File: src/aabbdc_pkg.sv
// ----------------------------------------------------------------------------
// aabbdc_pkg
// Shared widths and payload types for the box separation unit.
// ----------------------------------------------------------------------------
package aabbdc_pkg;

  localparam int unsigned COORD_BITS = 24;  // signed Q11.12 coordinate
  localparam int unsigned AXES       = 3;   // active axes, 1 to 3
  localparam int unsigned AXIS_SLOTS = 3;   // x, y, z ports
  localparam int unsigned ROOT_W     = 25;  // separation width
  localparam int unsigned SQ_W       = 2 * ROOT_W;  // squared separation width

  localparam logic [SQ_W-1:0] SQ_MAX = '1;

  typedef logic signed [COORD_BITS-1:0] coord_t;
  typedef logic [AXIS_SLOTS-1:0][COORD_BITS-1:0] wit_t;

  // State carried from one root cell to the next
  typedef struct packed {
    logic [SQ_W-1:0]   rad;   // radicand bits not yet consumed, msb first
    logic [SQ_W-1:0]   sq;    // squared separation, passed through
    logic [ROOT_W:0]   rem;   // partial remainder
    logic [ROOT_W-1:0] root;  // partial root
    wit_t              wa;
    wit_t              wb;
  } root_t;

endpackage

File: src/aabbdc_root_cell.sv
// ----------------------------------------------------------------------------
// aabbdc_root_cell
// One root bit per cell: shift in two radicand bits, trial subtract.
// ----------------------------------------------------------------------------
module aabbdc_root_cell (
  input  logic              clk_i,
  input  logic              rst_ni,
  input  logic              en_i,
  input  logic              valid_i,
  input  aabbdc_pkg::root_t data_i,
  output logic              valid_o,
  output aabbdc_pkg::root_t data_o
);
  import aabbdc_pkg::*;

  logic [ROOT_W+2:0] rem_wide, trial, rem_sub;
  logic              take_bit;
  logic              valid_q;
  root_t             data_d, data_q;

  assign rem_wide = {data_i.rem, data_i.rad[SQ_W-1 -: 2]};
  assign trial    = {1'b0, data_i.root, 2'b01};
  assign take_bit = rem_wide >= trial;
  assign rem_sub  = rem_wide - trial;

  always_comb begin
    data_d      = data_i;
    data_d.rad  = {data_i.rad[SQ_W-3:0], 2'b00};
    data_d.root = {data_i.root[ROOT_W-2:0], take_bit};
    data_d.rem  = take_bit ? rem_sub[ROOT_W:0] : rem_wide[ROOT_W:0];
  end

  always_ff @(posedge clk_i or negedge rst_ni) begin
    if (!rst_ni) begin
      valid_q <= 1'b0;
    end else if (en_i) begin
      valid_q <= valid_i;
    end
  end

  always_ff @(posedge clk_i) begin
    if (en_i) begin
      data_q <= data_d;
    end
  end

  assign valid_o = valid_q;
  assign data_o  = data_q;

endmodule

File: config.mk
export PLATFORM = sky130hd
export DESIGN_NAME = aabbdc_root_cell
export DESIGN_NICKNAME = d
export VERILOG_FILES = /design/src/aabbdc_pkg.sv /design/src/aabbdc_root_cell.sv
export SDC_FILE = /design/constraint.sdc
export NUM_CORES = 1
export LEC_CHECK = 0
export ABC_AREA = 1
export BUFFER_PORTS_ARGS = -buffer_cell sky130_fd_sc_hd__buf_2
export CAP_MARGIN = 20
export CORE_AREA = 5 5 230 232
export DETAILED_ROUTE_END_ITERATION = 7
export DIE_AREA = 0 0 235 237
export GPL_TIMING_DRIVEN = 0
export SYNTH_ARGS = -nofsm -noshare
export SYNTH_HDL_FRONTEND = slang
export SYNTH_SLANG_ARGS = --single-unit
File: constraint.sdc
create_clock -name clk_i -period 0.8 [get_ports clk_i]
set_input_delay 0.04 -clock clk_i [delete_from_list [all_inputs] [get_ports clk_i]]
set_output_delay 0.04 -clock clk_i [all_outputs]
set_load 0.01 [all_outputs]
After elaboration in Yosys (flattened, before gate mapping)
Cells that the tools add are included.

Logic and storage cells: 14. Input bits: 299. Flip-flop bits (word level): 294.

Magnitude comparators: 1. $add $sub $neg: 1. Muxes and demuxes: 1.

Operator list (number): 28-bit by 27-bit greater-or-equal comparator with 1-bit output (1); 26-bit 2-to-1 mux (1); 26-bit subtractor (1).

Longest topological paths before layout
Depth in word-level cells: 2. Depth in mapped cells: 14. Mapped depth without buffers: 13.

Worst setup path after synthesis
No wires, ideal clock.

Path type: input port to flip-flop. Start: in data_i[156] in the netlist's numbering. End: reg data_q, in the netlist data_o[194], data pin. Required time: 0.547 ns. Cell stages on the path: 14. Arrival: 1.461 ns. Slack: -0.914 ns. Buffers on the path: 2. Library setup time: 0.253 ns. Cell sequence: inv_1 ha_1 nand2_2 inv_1 nand2_1 nand2_1 nand2_1 nand2_1 a21oi_4 nand3_2 buf_6 buf_8 nand3_2 nand2_1.

RTL lines: start: declaration (line aabbdc_root_cell.sv:10) `input aabbdc_pkg::root_t data_i,`; end signal: assignment (line aabbdc_root_cell.sv:43) `data_q <= data_d;`; end: declaration (line aabbdc_root_cell.sv:19) `root_t data_d, data_q;`.

==> impl_metrics.toml <==
[flow_run]
max-cap-violations = 0

[run_status]
outcome = "finished with violations"
violations = "negative hold slack, negative setup slack"

[finish]
drive_gt1_frac = 0.502
finalInstanceArea_mm2 = 0.0218
final_nets = 2132
fin_cells = 2520
final_cell_mix = "497 x buf_2, 296 x dlygate4sd3_1, 293 x edfxtp_1"
syn_to_final_growth_pct = 91.7
fillerInstances = 4664
final_common_cell = "buf_2"

[yosys]
synth-simple-area-share = 0.123
synthDominantCellAreaShare = 0.773
synth.area.mux_share = 0.000989
ys_seq_area_frac = 0.775
synth_compound_gate_area_share = 0.0129
synth-xor-area-share = 0.00923
yosysUniqueCellTypes = 32
synth_top_area_cell = "edfxtp_1"
syn_inst = 808
yosys.area_share.adder = 0.0297
synthTopCellsByArea = "edfxtp_1 77%, nand2_1 6.9%, inv_1 3.9%, ha_1 3.0%, nand3_2 1.3%"
synth_warnings = 0
post_synth.cell_area_avg_um2 = 14.1
synth_area_mm2 = 0.0114
synth-seq-cells = 294
synth_top_family_by_area = "simple AND/OR/NAND/NOR gates"

[pwr]
powerDensity_mw_per_mm2 = 2060
p_sw_uw = 12000
combinationalPowerShare = 0.198
ir_drop_mv = 1.61
leakagePower_uw = 0.00967
seq_power_share = 0.421
internal_power_uw = 33000
clkPwrFrac = 0.381
p_sw_frac = 0.266

[timing]
finalSetupViolations = 321
final_max_slew_viol_count = 0
hold_ws_ps = -111
hold_violations = 61
fmaxAchievable_mhz = 742
skew_ps = 0
layout_setup_ws_ps = -548
grt_setup_unrepaired = "yes"
min_period_ps = 1350
min_period_over_period = 1.68

[critical_path]
rr_worst_depth = 1
reg2reg_from = "valid_o"
path_class = "input pin to register"
cpMaxStageDelayCell = "a21oi_4"
max_stage_delay_ps = 230
rrSetupSlack_ps = 50
start_kind = "input pin"
worstPathCellList = "buf_2 > inv_2 > ha_4 > nand2_4 > inv_1 > nand2_2 > nand2_2 > inv_2 > nand2_2 > a21oi_4 > nand3_4 > buf_12 > buf_6 > buf_6 > nand2_2 > o21ai_2"
end_kind = "register"
worstPathArrival_ps = 1650
critPathMostFrequentCell = "nand2_2"
worstPathRequired_ps = 1100
crit_fanout = 6
timing.rr.end = "valid_o"

[placement]
postPlaceCellArea_mm2 = 0.0157
dpl.cell_count = 2084
io_buffers = 592
gp_congestion = 0.933
place_ws_ps = -1410
dp_hpwl_um = 40600

[clocking]
insertion_delay_ps = 540
htree_levels = 2
cts_max_path_buffers = 3
clkTransAtPathRegs_ps = 60
root_buffer = "clkbuf_16"
cts_tree = "done"
cts-buffers-inserted = 37
cts.sinks = 294

[die]
fp-row-count = 83
die_x_um = 235
die-height_um = 237
core-area_mm2 = 0.0508
start_util = 0.224
ios = 595
die_area_mm2 = 0.0557

[routing]
vias_per_cell = 4.08
wl_um = 55700
routedWlPerCell_um = 22.1
drc = 0
drt_iter0_drc = 618
antenna_left = 0
vias = 10277
first_pass_iters = 5

[min_path]
whs_path_depth = 1
hp-start = "en_i"
hold_class = "input pin to register"
min_to = "data_o[179]"

[global_routing]
antenna_found_initial = 13
grt_max_degree = 46
grt_usage = 0.189
overflow = 0
grt_pass1_wl_um = 76600
grt_pass1_vias = 10651
==> cell usage after synthesis, drive strengths merged <==
cell,n
dfrtp,1
nor4,1
ha,27
conb,1
inv,125
a21oi,12
nor3,2
clkinv,2
o21bai,2
nand3,33
o21ai,12
nand2,212
xor2,11
nand4,21
nor2,33
nand3b,7
mux2,1
xnor2,1
edfxtp,293
buf,7
and2,1
clkbuf,3
==> layer usage <==
metal / track usage / part of all wire
met1: 0.208 / 0.36
met5: 0 / 0.0019
met2: 0.334 / 0.51
met3: 0.0579 / 0.068
met4: 0.0917 / 0.057
==> worst max-delay path by stage <==
stage | startpoint | end | cells after the start
5_1_grt | data_i[163] | data_o[177] | 16
4_1_cts | data_i[157] | data_o[177] | 16
2_1_floorplan | data_i[154] | data_o[178] | 11
3_5_place_dp | data_i[153] | data_o[181] | 12
6_report | data_i[160] | data_o[174] | 16
3_3_place_gp | en_i | valid_o | 2
==> power groups by stage <==
stage                     logic [uW]  registers, uW  clock network, uW
after CTS                       8480          18900              17700
after floorplan                 1730          19900                  0
after detailed placement        6030          19100                  0
after global placement          5930          19200                  0
after global routing            9450          19000              18400
final                           8900          18900              17100
==> flip-flops by register name (all words and copies together) (netlist names) <==
| signal | flops |
|---|---|
| data_o | 293 |
| valid_o | 1 |
==> through the flow <==
| stage | setup TNS [ps] | utilization | hold slack (ps) | total power (uW) |
|---|---|---|---|---|
| 2_1_floorplan | -20120 | - | -256 | 21600 |
| 3_3_place_gp | -1404420 | 0.307 | -185 | 25200 |
| 3_5_place_dp | -250070 | 0.308 | -183 | 25100 |
| 4_1_cts | -115800 | 0.418 | -160 | 45000 |
| 5_1_grt | -121320 | 0.430 | -154 | 46900 |
| 6_report | -102340 | 0.430 | -111 | 44900 |
==> logic make-up after synthesis <==
logic type               Yosys count
AO/OA/AOI/OAI                     26
XOR/XNOR                          12
flip-flops                       294
buffers and inverters            137
multiplexers                       1
adder cells (fa/ha/maj)           27
other                              1
AND/OR/NAND/NOR                  310
==> layout make-up <==
class | count | area [um2] | share of cell area
flip-flops and latches | 294 | 8820 | 0.404
clock buffers | 44 | 973 | 0.0446
repair buffers | 958 | 7390 | 0.339
well taps | 680 | 851 | 0.0390
multi-input cells | 378 | 2880 | 0.132
inverters | 127 | 515 | 0.0236
plain buffers | 10 | 120 | 0.00550
diodes | 5 | 12.5 | 0.000573
clock inverters | 24 | 263 | 0.0120
==> worst max-delay path: cells and delay by family <==
kind / cells / cell delay, ps
AO/OA/AOI/OAI: 2 / 280
adder cells (fa/ha/maj): 1 / 210
buffers and inverters: 7 / 680
AND/OR/NAND/NOR: 6 / 420
==> what timing repair did <==
item,4_1_cts,5_1_grt
setup endpoints to repair,487,343
hold endpoints to repair,355,62
hold buffers,294,2
pin swaps,50,40
setup buffers,37,22
cloned,9,0
resized for setup,266,105
Note: power is estimated with default switching activity, not from simulation.
