**config.mk**
```make
export PLATFORM = sky130hd
export DESIGN_NAME = aabbdc_axis_cell
export DESIGN_NICKNAME = d
export VERILOG_FILES = /design/src/aabbdc_pkg.sv /design/src/aabbdc_axis_cell.sv
export SDC_FILE = /design/constraint.sdc
export NUM_CORES = 2
export LEC_CHECK = 0
export ABC_AREA = 1
export BUFFER_PORTS_ARGS = -buffer_cell sky130_fd_sc_hd__buf_4
export CORE_ASPECT_RATIO = 1.2
export CORE_UTILIZATION = 64
export CTS_CLUSTER_DIAMETER = 30
export CTS_CLUSTER_SIZE = 28
export DETAILED_ROUTE_END_ITERATION = 8
export PLACE_DENSITY = 0.89
export SLEW_MARGIN = 20
export SYNTH_ARGS = -nofsm -noshare
export SYNTH_HDL_FRONTEND = slang
export SYNTH_SLANG_ARGS = --single-unit
```
**constraint.sdc**
```tcl
create_clock -name clk_i -period 8.1 [get_ports clk_i]
set_clock_uncertainty 0.2 [all_clocks]
set_input_delay 1.62 -clock clk_i [delete_from_list [all_inputs] [get_ports clk_i]]
set_output_delay 1.62 -clock clk_i [all_outputs]
set_load 0.005 [all_outputs]
```
**src/aabbdc_pkg.sv**
```systemverilog
// ----------------------------------------------------------------------------
// aabbdc_pkg
// Shared widths and payload types for the box separation unit.
// ----------------------------------------------------------------------------
package aabbdc_pkg;

  localparam int unsigned COORD_BITS = 24;  // signed Q11.12 coordinate
  localparam int unsigned AXES       = 3;   // active axes, 1 to 3
  localparam int unsigned AXIS_SLOTS = 3;   // x, y, z ports
  localparam int unsigned ROOT_W     = 25;  // separation width
  localparam int unsigned SQ_W       = 2 * ROOT_W;  // squared separation width

  localparam logic [SQ_W-1:0] SQ_MAX = '1;

  typedef logic signed [COORD_BITS-1:0] coord_t;
  typedef logic [AXIS_SLOTS-1:0][COORD_BITS-1:0] wit_t;

  // State carried from one root cell to the next
  typedef struct packed {
    logic [SQ_W-1:0]   rad;   // radicand bits not yet consumed, msb first
    logic [SQ_W-1:0]   sq;    // squared separation, passed through
    logic [ROOT_W:0]   rem;   // partial remainder
    logic [ROOT_W-1:0] root;  // partial root
    wit_t              wa;
    wit_t              wb;
  } root_t;

endpackage

```
**src/aabbdc_axis_cell.sv**
```systemverilog
// ----------------------------------------------------------------------------
// aabbdc_axis_cell
// One axis: interval test, witness selection, squared gap (two stages).
// ----------------------------------------------------------------------------
module aabbdc_axis_cell (
  input  logic                          clk_i,
  input  logic                          en_i,
  input  aabbdc_pkg::coord_t            a_min_i,
  input  aabbdc_pkg::coord_t            a_max_i,
  input  aabbdc_pkg::coord_t            b_min_i,
  input  aabbdc_pkg::coord_t            b_max_i,
  output logic [aabbdc_pkg::SQ_W-1:0]   sq_o,
  output aabbdc_pkg::coord_t            wa_o,
  output aabbdc_pkg::coord_t            wb_o
);
  import aabbdc_pkg::*;

  logic signed [COORD_BITS:0] diff_ab, diff_ba, mid_sum;
  logic [COORD_BITS-1:0]      gap_d, gap_q;
  coord_t                     wa_d, wb_d, wa1_q, wb1_q, wa2_q, wb2_q;
  logic [2*COORD_BITS-1:0]    prod;
  logic [SQ_W-1:0]            sq_d, sq_q;

  assign diff_ab = {a_min_i[COORD_BITS-1], a_min_i} - {b_max_i[COORD_BITS-1], b_max_i};
  assign diff_ba = {b_min_i[COORD_BITS-1], b_min_i} - {a_max_i[COORD_BITS-1], a_max_i};

  always_comb begin
    gap_d   = '0;
    mid_sum = '0;
    if (a_min_i > b_max_i) begin
      gap_d = diff_ab[COORD_BITS-1:0];
      wa_d  = a_min_i;
      wb_d  = b_max_i;
    end else if (b_min_i > a_max_i) begin
      gap_d = diff_ba[COORD_BITS-1:0];
      wa_d  = a_max_i;
      wb_d  = b_min_i;
    end else begin
      // overlap: both witnesses at the floored midpoint
      if (b_min_i >= a_min_i) begin
        mid_sum = {a_max_i[COORD_BITS-1], a_max_i} + {b_min_i[COORD_BITS-1], b_min_i};
      end else begin
        mid_sum = {a_min_i[COORD_BITS-1], a_min_i} + {b_max_i[COORD_BITS-1], b_max_i};
      end
      wa_d = mid_sum[COORD_BITS:1];
      wb_d = mid_sum[COORD_BITS:1];
    end
  end

  always_ff @(posedge clk_i) begin
    if (en_i) begin
      gap_q <= gap_d;
      wa1_q <= wa_d;
      wb1_q <= wb_d;
    end
  end

  assign prod = gap_q * gap_q;

  // gaps wider than the root saturate the square
  always_comb begin
    if (|(gap_q >> ROOT_W)) begin
      sq_d = SQ_MAX;
    end else begin
      sq_d = SQ_W'(prod);
    end
  end

  always_ff @(posedge clk_i) begin
    if (en_i) begin
      sq_q  <= sq_d;
      wa2_q <= wa1_q;
      wb2_q <= wb1_q;
    end
  end

  assign sq_o = sq_q;
  assign wa_o = wa2_q;
  assign wb_o = wb2_q;

endmodule

```
# --- Word level (Yosys, flattened, before mapping) ---
# Cells that the tools add are included.
totals:
  register_bits: 168
  in_bits: 98
classes:
  magnitude_cmp: 3
  add_sub_neg: 4
  muxes: 7
  n_mul: 1
op_table:
  columns: ["operator", "n"]
  rows:
  - ["$mux W24", 6]
  - ["$add A24 B24 Y25", 2]
  - ["$gt A24 B24 Y1", 2]
  - ["$mul A24 B24 Y48", 1]
  - ["$sub A24 B24 Y24", 2]
  - ["$mux W25", 1]
  - ["$ge A24 B24 Y1", 1]

# --- Longest topological paths before layout ---
depth:
  depth_word: 4
  depth_mapped: 30

# --- Worst setup path after synthesis ---
# No wires, ideal clock.
synth_timing:
  kind: "register to register"
  start: "register gap_q[14]"
  end: "register sq_q[26], in the netlist sq_o[26] (data pin)"
  path_stages_with_launch: 24
  t_arrival_ns: 5.900
  path_slack_ns: 1.738
  required_time_ns: 7.638
  synth_period_minus_slack_ns: 6.362
  path_cell_list: "edfxtp_1 -> clkbuf_1 -> nand2_1 -> fa_1 -> inv_1 -> fa_1 -> inv_1 -> fa_1 -> inv_1 -> fa_1 -> inv_1 -> fa_1 -> inv_1 -> fa_1 -> inv_1 -> fa_1 -> inv_1 -> ha_1 -> nand2_1 -> nor2_1 -> inv_1 -> nor4_1 -> a21oi_1 -> xor2_1"
synth_via:
  elab_chain_len: 1
synth_rtl:
  columns: ["item", "line", "rtl"]
  rows:
  - ["start, declared", "aabbdc_axis_cell.sv:19", "logic [COORD_BITS-1:0] gap_d, gap_q;"]
  - ["start signal, assigned", "aabbdc_axis_cell.sv:52", "gap_q <= gap_d;"]
  - ["$mul A24 B24 Y48", "aabbdc_axis_cell.sv:58", "assign prod = gap_q * gap_q;"]
  - ["named net prod[26]", "aabbdc_axis_cell.sv:21", "logic [2*COORD_BITS-1:0] prod;"]
  - ["end signal, assigned", "aabbdc_axis_cell.sv:71", "sq_q <= sq_d;"]
  - ["end, declared", "aabbdc_axis_cell.sv:22", "logic [SQ_W-1:0] sq_d, sq_q;"]
# The timed path passes the listed nets, and every way through them passes these cells.
# A chain may end at the register's enable or synchronous reset.

# --- Worst setup path after layout ---
layout_timing:
  start: "register gap_q[11]"
  end: "register sq_q[23], in the netlist sq_o[23] (data pin)"
# Same word-level chain as after synthesis.

==> flow_summary.json <==
{
  "initial_core_util_pct": 65.2,
  "ys_ff_latch": 167,
  "first_iter_violations": 2336,
  "postSynthAreaPerCell_um2": 7.66,
  "detail-route-antenna-nets": 0,
  "synth_edf_count": 167,
  "netlist_instances": 4024,
  "maxCapViolCount": 0,
  "cts_setup_buffers": 0,
  "drt_wl_total_um": 99900,
  "areaGrowthSynthToFinish_pct": 8.23,
  "netlist_area_um2": 30800,
  "grt_start_max_net_pins": 102,
  "period_needed_ns": 7.44,
  "gp_congestion": 1.09,
  "hold_path_class": "reg2reg",
  "grt_use_total_pct": 41.7,
  "dr.pass1.iters": 7,
  "yosys.area.top_type_share_pct": 27.7,
  "design_area_um2": 33400,
  "grt_pass1_vias": 29000,
  "row_count": 87,
  "ctsHoldBuffers": 0,
  "root_buffer": "clkbuf_16",
  "drc": 0,
  "die-area_um2": 49100,
  "io_pins": 196,
  "period_share_pct": 91.9,
  "grt_first_pass_wirelength_um": 154000,
  "synth_commonest_cells": "1098 x inv_1, 988 x nand2_1, 426 x fa_1, 295 x ha_1, 221 x nor2_1",
  "placed_area_um2": 32800,
  "dp_slack_ns": 0.854,
  "yosys.area.top_type": "fa_1",
  "vias": 27400,
  "fin_nets": 4981,
  "worst_slew_pin_slew_ns": 1.21,
  "drive_above_1_share_pct": 7.04,
  "path_class": "reg2reg",
  "worstPathMaxFanout": 17,
  "timing.fmax_mhz": 134,
  "maxSlewViolCount": 0,
  "endpoint_kind": "register",
  "cp.required_ns": 8.14,
  "dieWidth_um": 202,
  "io_buffers": 192,
  "core_area_um2": 47200,
  "ys.flop_type": "edfxtp_1",
  "htree_num_levels": 4,
  "synth.area.top_cells": "fa_1 28%, edfxtp_1 16%, inv_1 13%",
  "cts_inserted_buffers": 17,
  "cts_buffer_depth": 2,
  "synth_most_common_cell": "inv_1",
  "status": "completed",
  "fillers": 3744,
  "slew_headroom_pct": 19.2,
  "crit_arrival_ns": 7.49,
  "synth_cell_types": 42,
  "yosys_warnings": 0,
  "setup_ws_ns": 0.657,
  "clk_pin_slew_ns": 0.09,
  "post-dp-hpwl_um": 81700,
  "cts_sinks": 167,
  "synth-seq-area-share_pct": 16.3,
  "grt_antenna_before_repair": 3,
  "clk_latency_ns": 0.49,
  "finalHoldViolCount": 0,
  "utilization_pct": 70.6,
  "synthArstFlopShare_pct": 0,
  "die_h_um": 242,
  "grt_overflow": 0,
  "rsz0062_at_grt": "no",
  "routed_via_density": 5.72,
  "startpoint_type": "register",
  "cts_tree": "done",
  "setup_tns_ns": 0,
  "avgRoutedWirePerCell_um": 20.8,
  "cts_resized": 0,
  "setup_violations": 0
}
==> state kept, by name, summed over array words and instances (netlist names) <==
register and flops:
sq_o 47, gap_q 24, wa1_q 24, wa_o 24
wb1_q 24, wb_o 24
==> worst paths after layout <==
kind                                     startpoint  slack (ns)  depth (start not counted)            endpoint
worst max-delay path            gap_q[11]$_DFFE_PP_        0.66                         23  sq_o[23]$_DFFE_PP_
worst max register to register  gap_q[11]$_DFFE_PP_        0.66                         23  sq_o[23]$_DFFE_PP_
worst min register to register   wb1_q[7]$_DFFE_PP_        0.22                          0   wb_o[7]$_DFFE_PP_
worst min-delay path             wb1_q[7]$_DFFE_PP_        0.22                          0   wb_o[7]$_DFFE_PP_
==> through the flow <==
stage / cells / hold slack, ns
floorplan: 4026 / 0.200
global placement: 4766 / 0.200
detailed placement: 4766 / 0.205
CTS: 4798 / 0.219
global route: 4798 / 0.228
finish: 4799 / 0.218
==> final cells by class <==
class                   count  area, um^2  area share (%)
diodes                      1        2.50         0.00750
clock buffers              17         425            1.28
clock inverters            15         159           0.476
inverters                1103        4140            12.4
multi-input cells        2645       21100            63.3
flip-flops and latches    167        5010            15.0
well taps                 623         779            2.34
repair buffers            228        1720            5.14
==> per-layer routing <==
layer / track usage [%] / up-vias / share of wire (%)
li1: - / 12300 / -
met1: 41.6 / 12900 / 31
met2: 71.9 / 1602 / 49
met3: 8.54 / 620 / 8.3
met4: 39.5 / 2 / 11
met5: 0 / - / 0.0090
==> cells in the final DEF, fill, tap and decap left out, drive strengths merged, types with 18 or more instances in the layout <==
cell,synthesis,final
a31oi,18,18
edfxtp,167,167
ha,295,295
o21bai,26,26
o21ai,90,90
nand3,166,166
a21oi,153,153
xor2,87,87
inv,1103,1110
nor3,23,23
nand2,995,995
buf,53,228
nand4,62,62
xnor2,19,19
fa,426,426
nor2,223,223
==> cell families (layout without fill, tap and decap cells) <==
family	Yosys count	in the layout	share of synthesized area [%]
AO/OA/AOI/OAI	327	327	6.10
XOR/XNOR	106	106	3.01
adder cells (fa/ha/maj)	721	721	39.6
buffers and inverters	1214	1363	15.3
flip-flops	167	167	16.3
other	1	4	0.0122
AND/OR/NAND/NOR	1488	1488	19.7
==> worst max-delay path: stages, from the launching register on <==
cell	delay (ns)
edfxtp_1	1.00
buf_4	0.31
nand2_1	0.09
fa_1	0.56
inv_1	0.07
fa_1	0.51
inv_1	0.07
fa_1	0.53
inv_1	0.05
fa_1	0.48
ha_1	0.31
fa_1	0.52
inv_1	0.06
fa_1	0.48
inv_1	0.04
ha_1	0.36
a21oi_1	0.22
a21boi_0	0.40
nand2_1	0.24
nand2_1	0.10
nand2_1	0.08
nand2_1	0.07
nand2_1	0.06
xor2_1	0.36
Power is not shown: default switching activity piles up to over one toggle a cycle in this logic, so the estimate is an artifact.
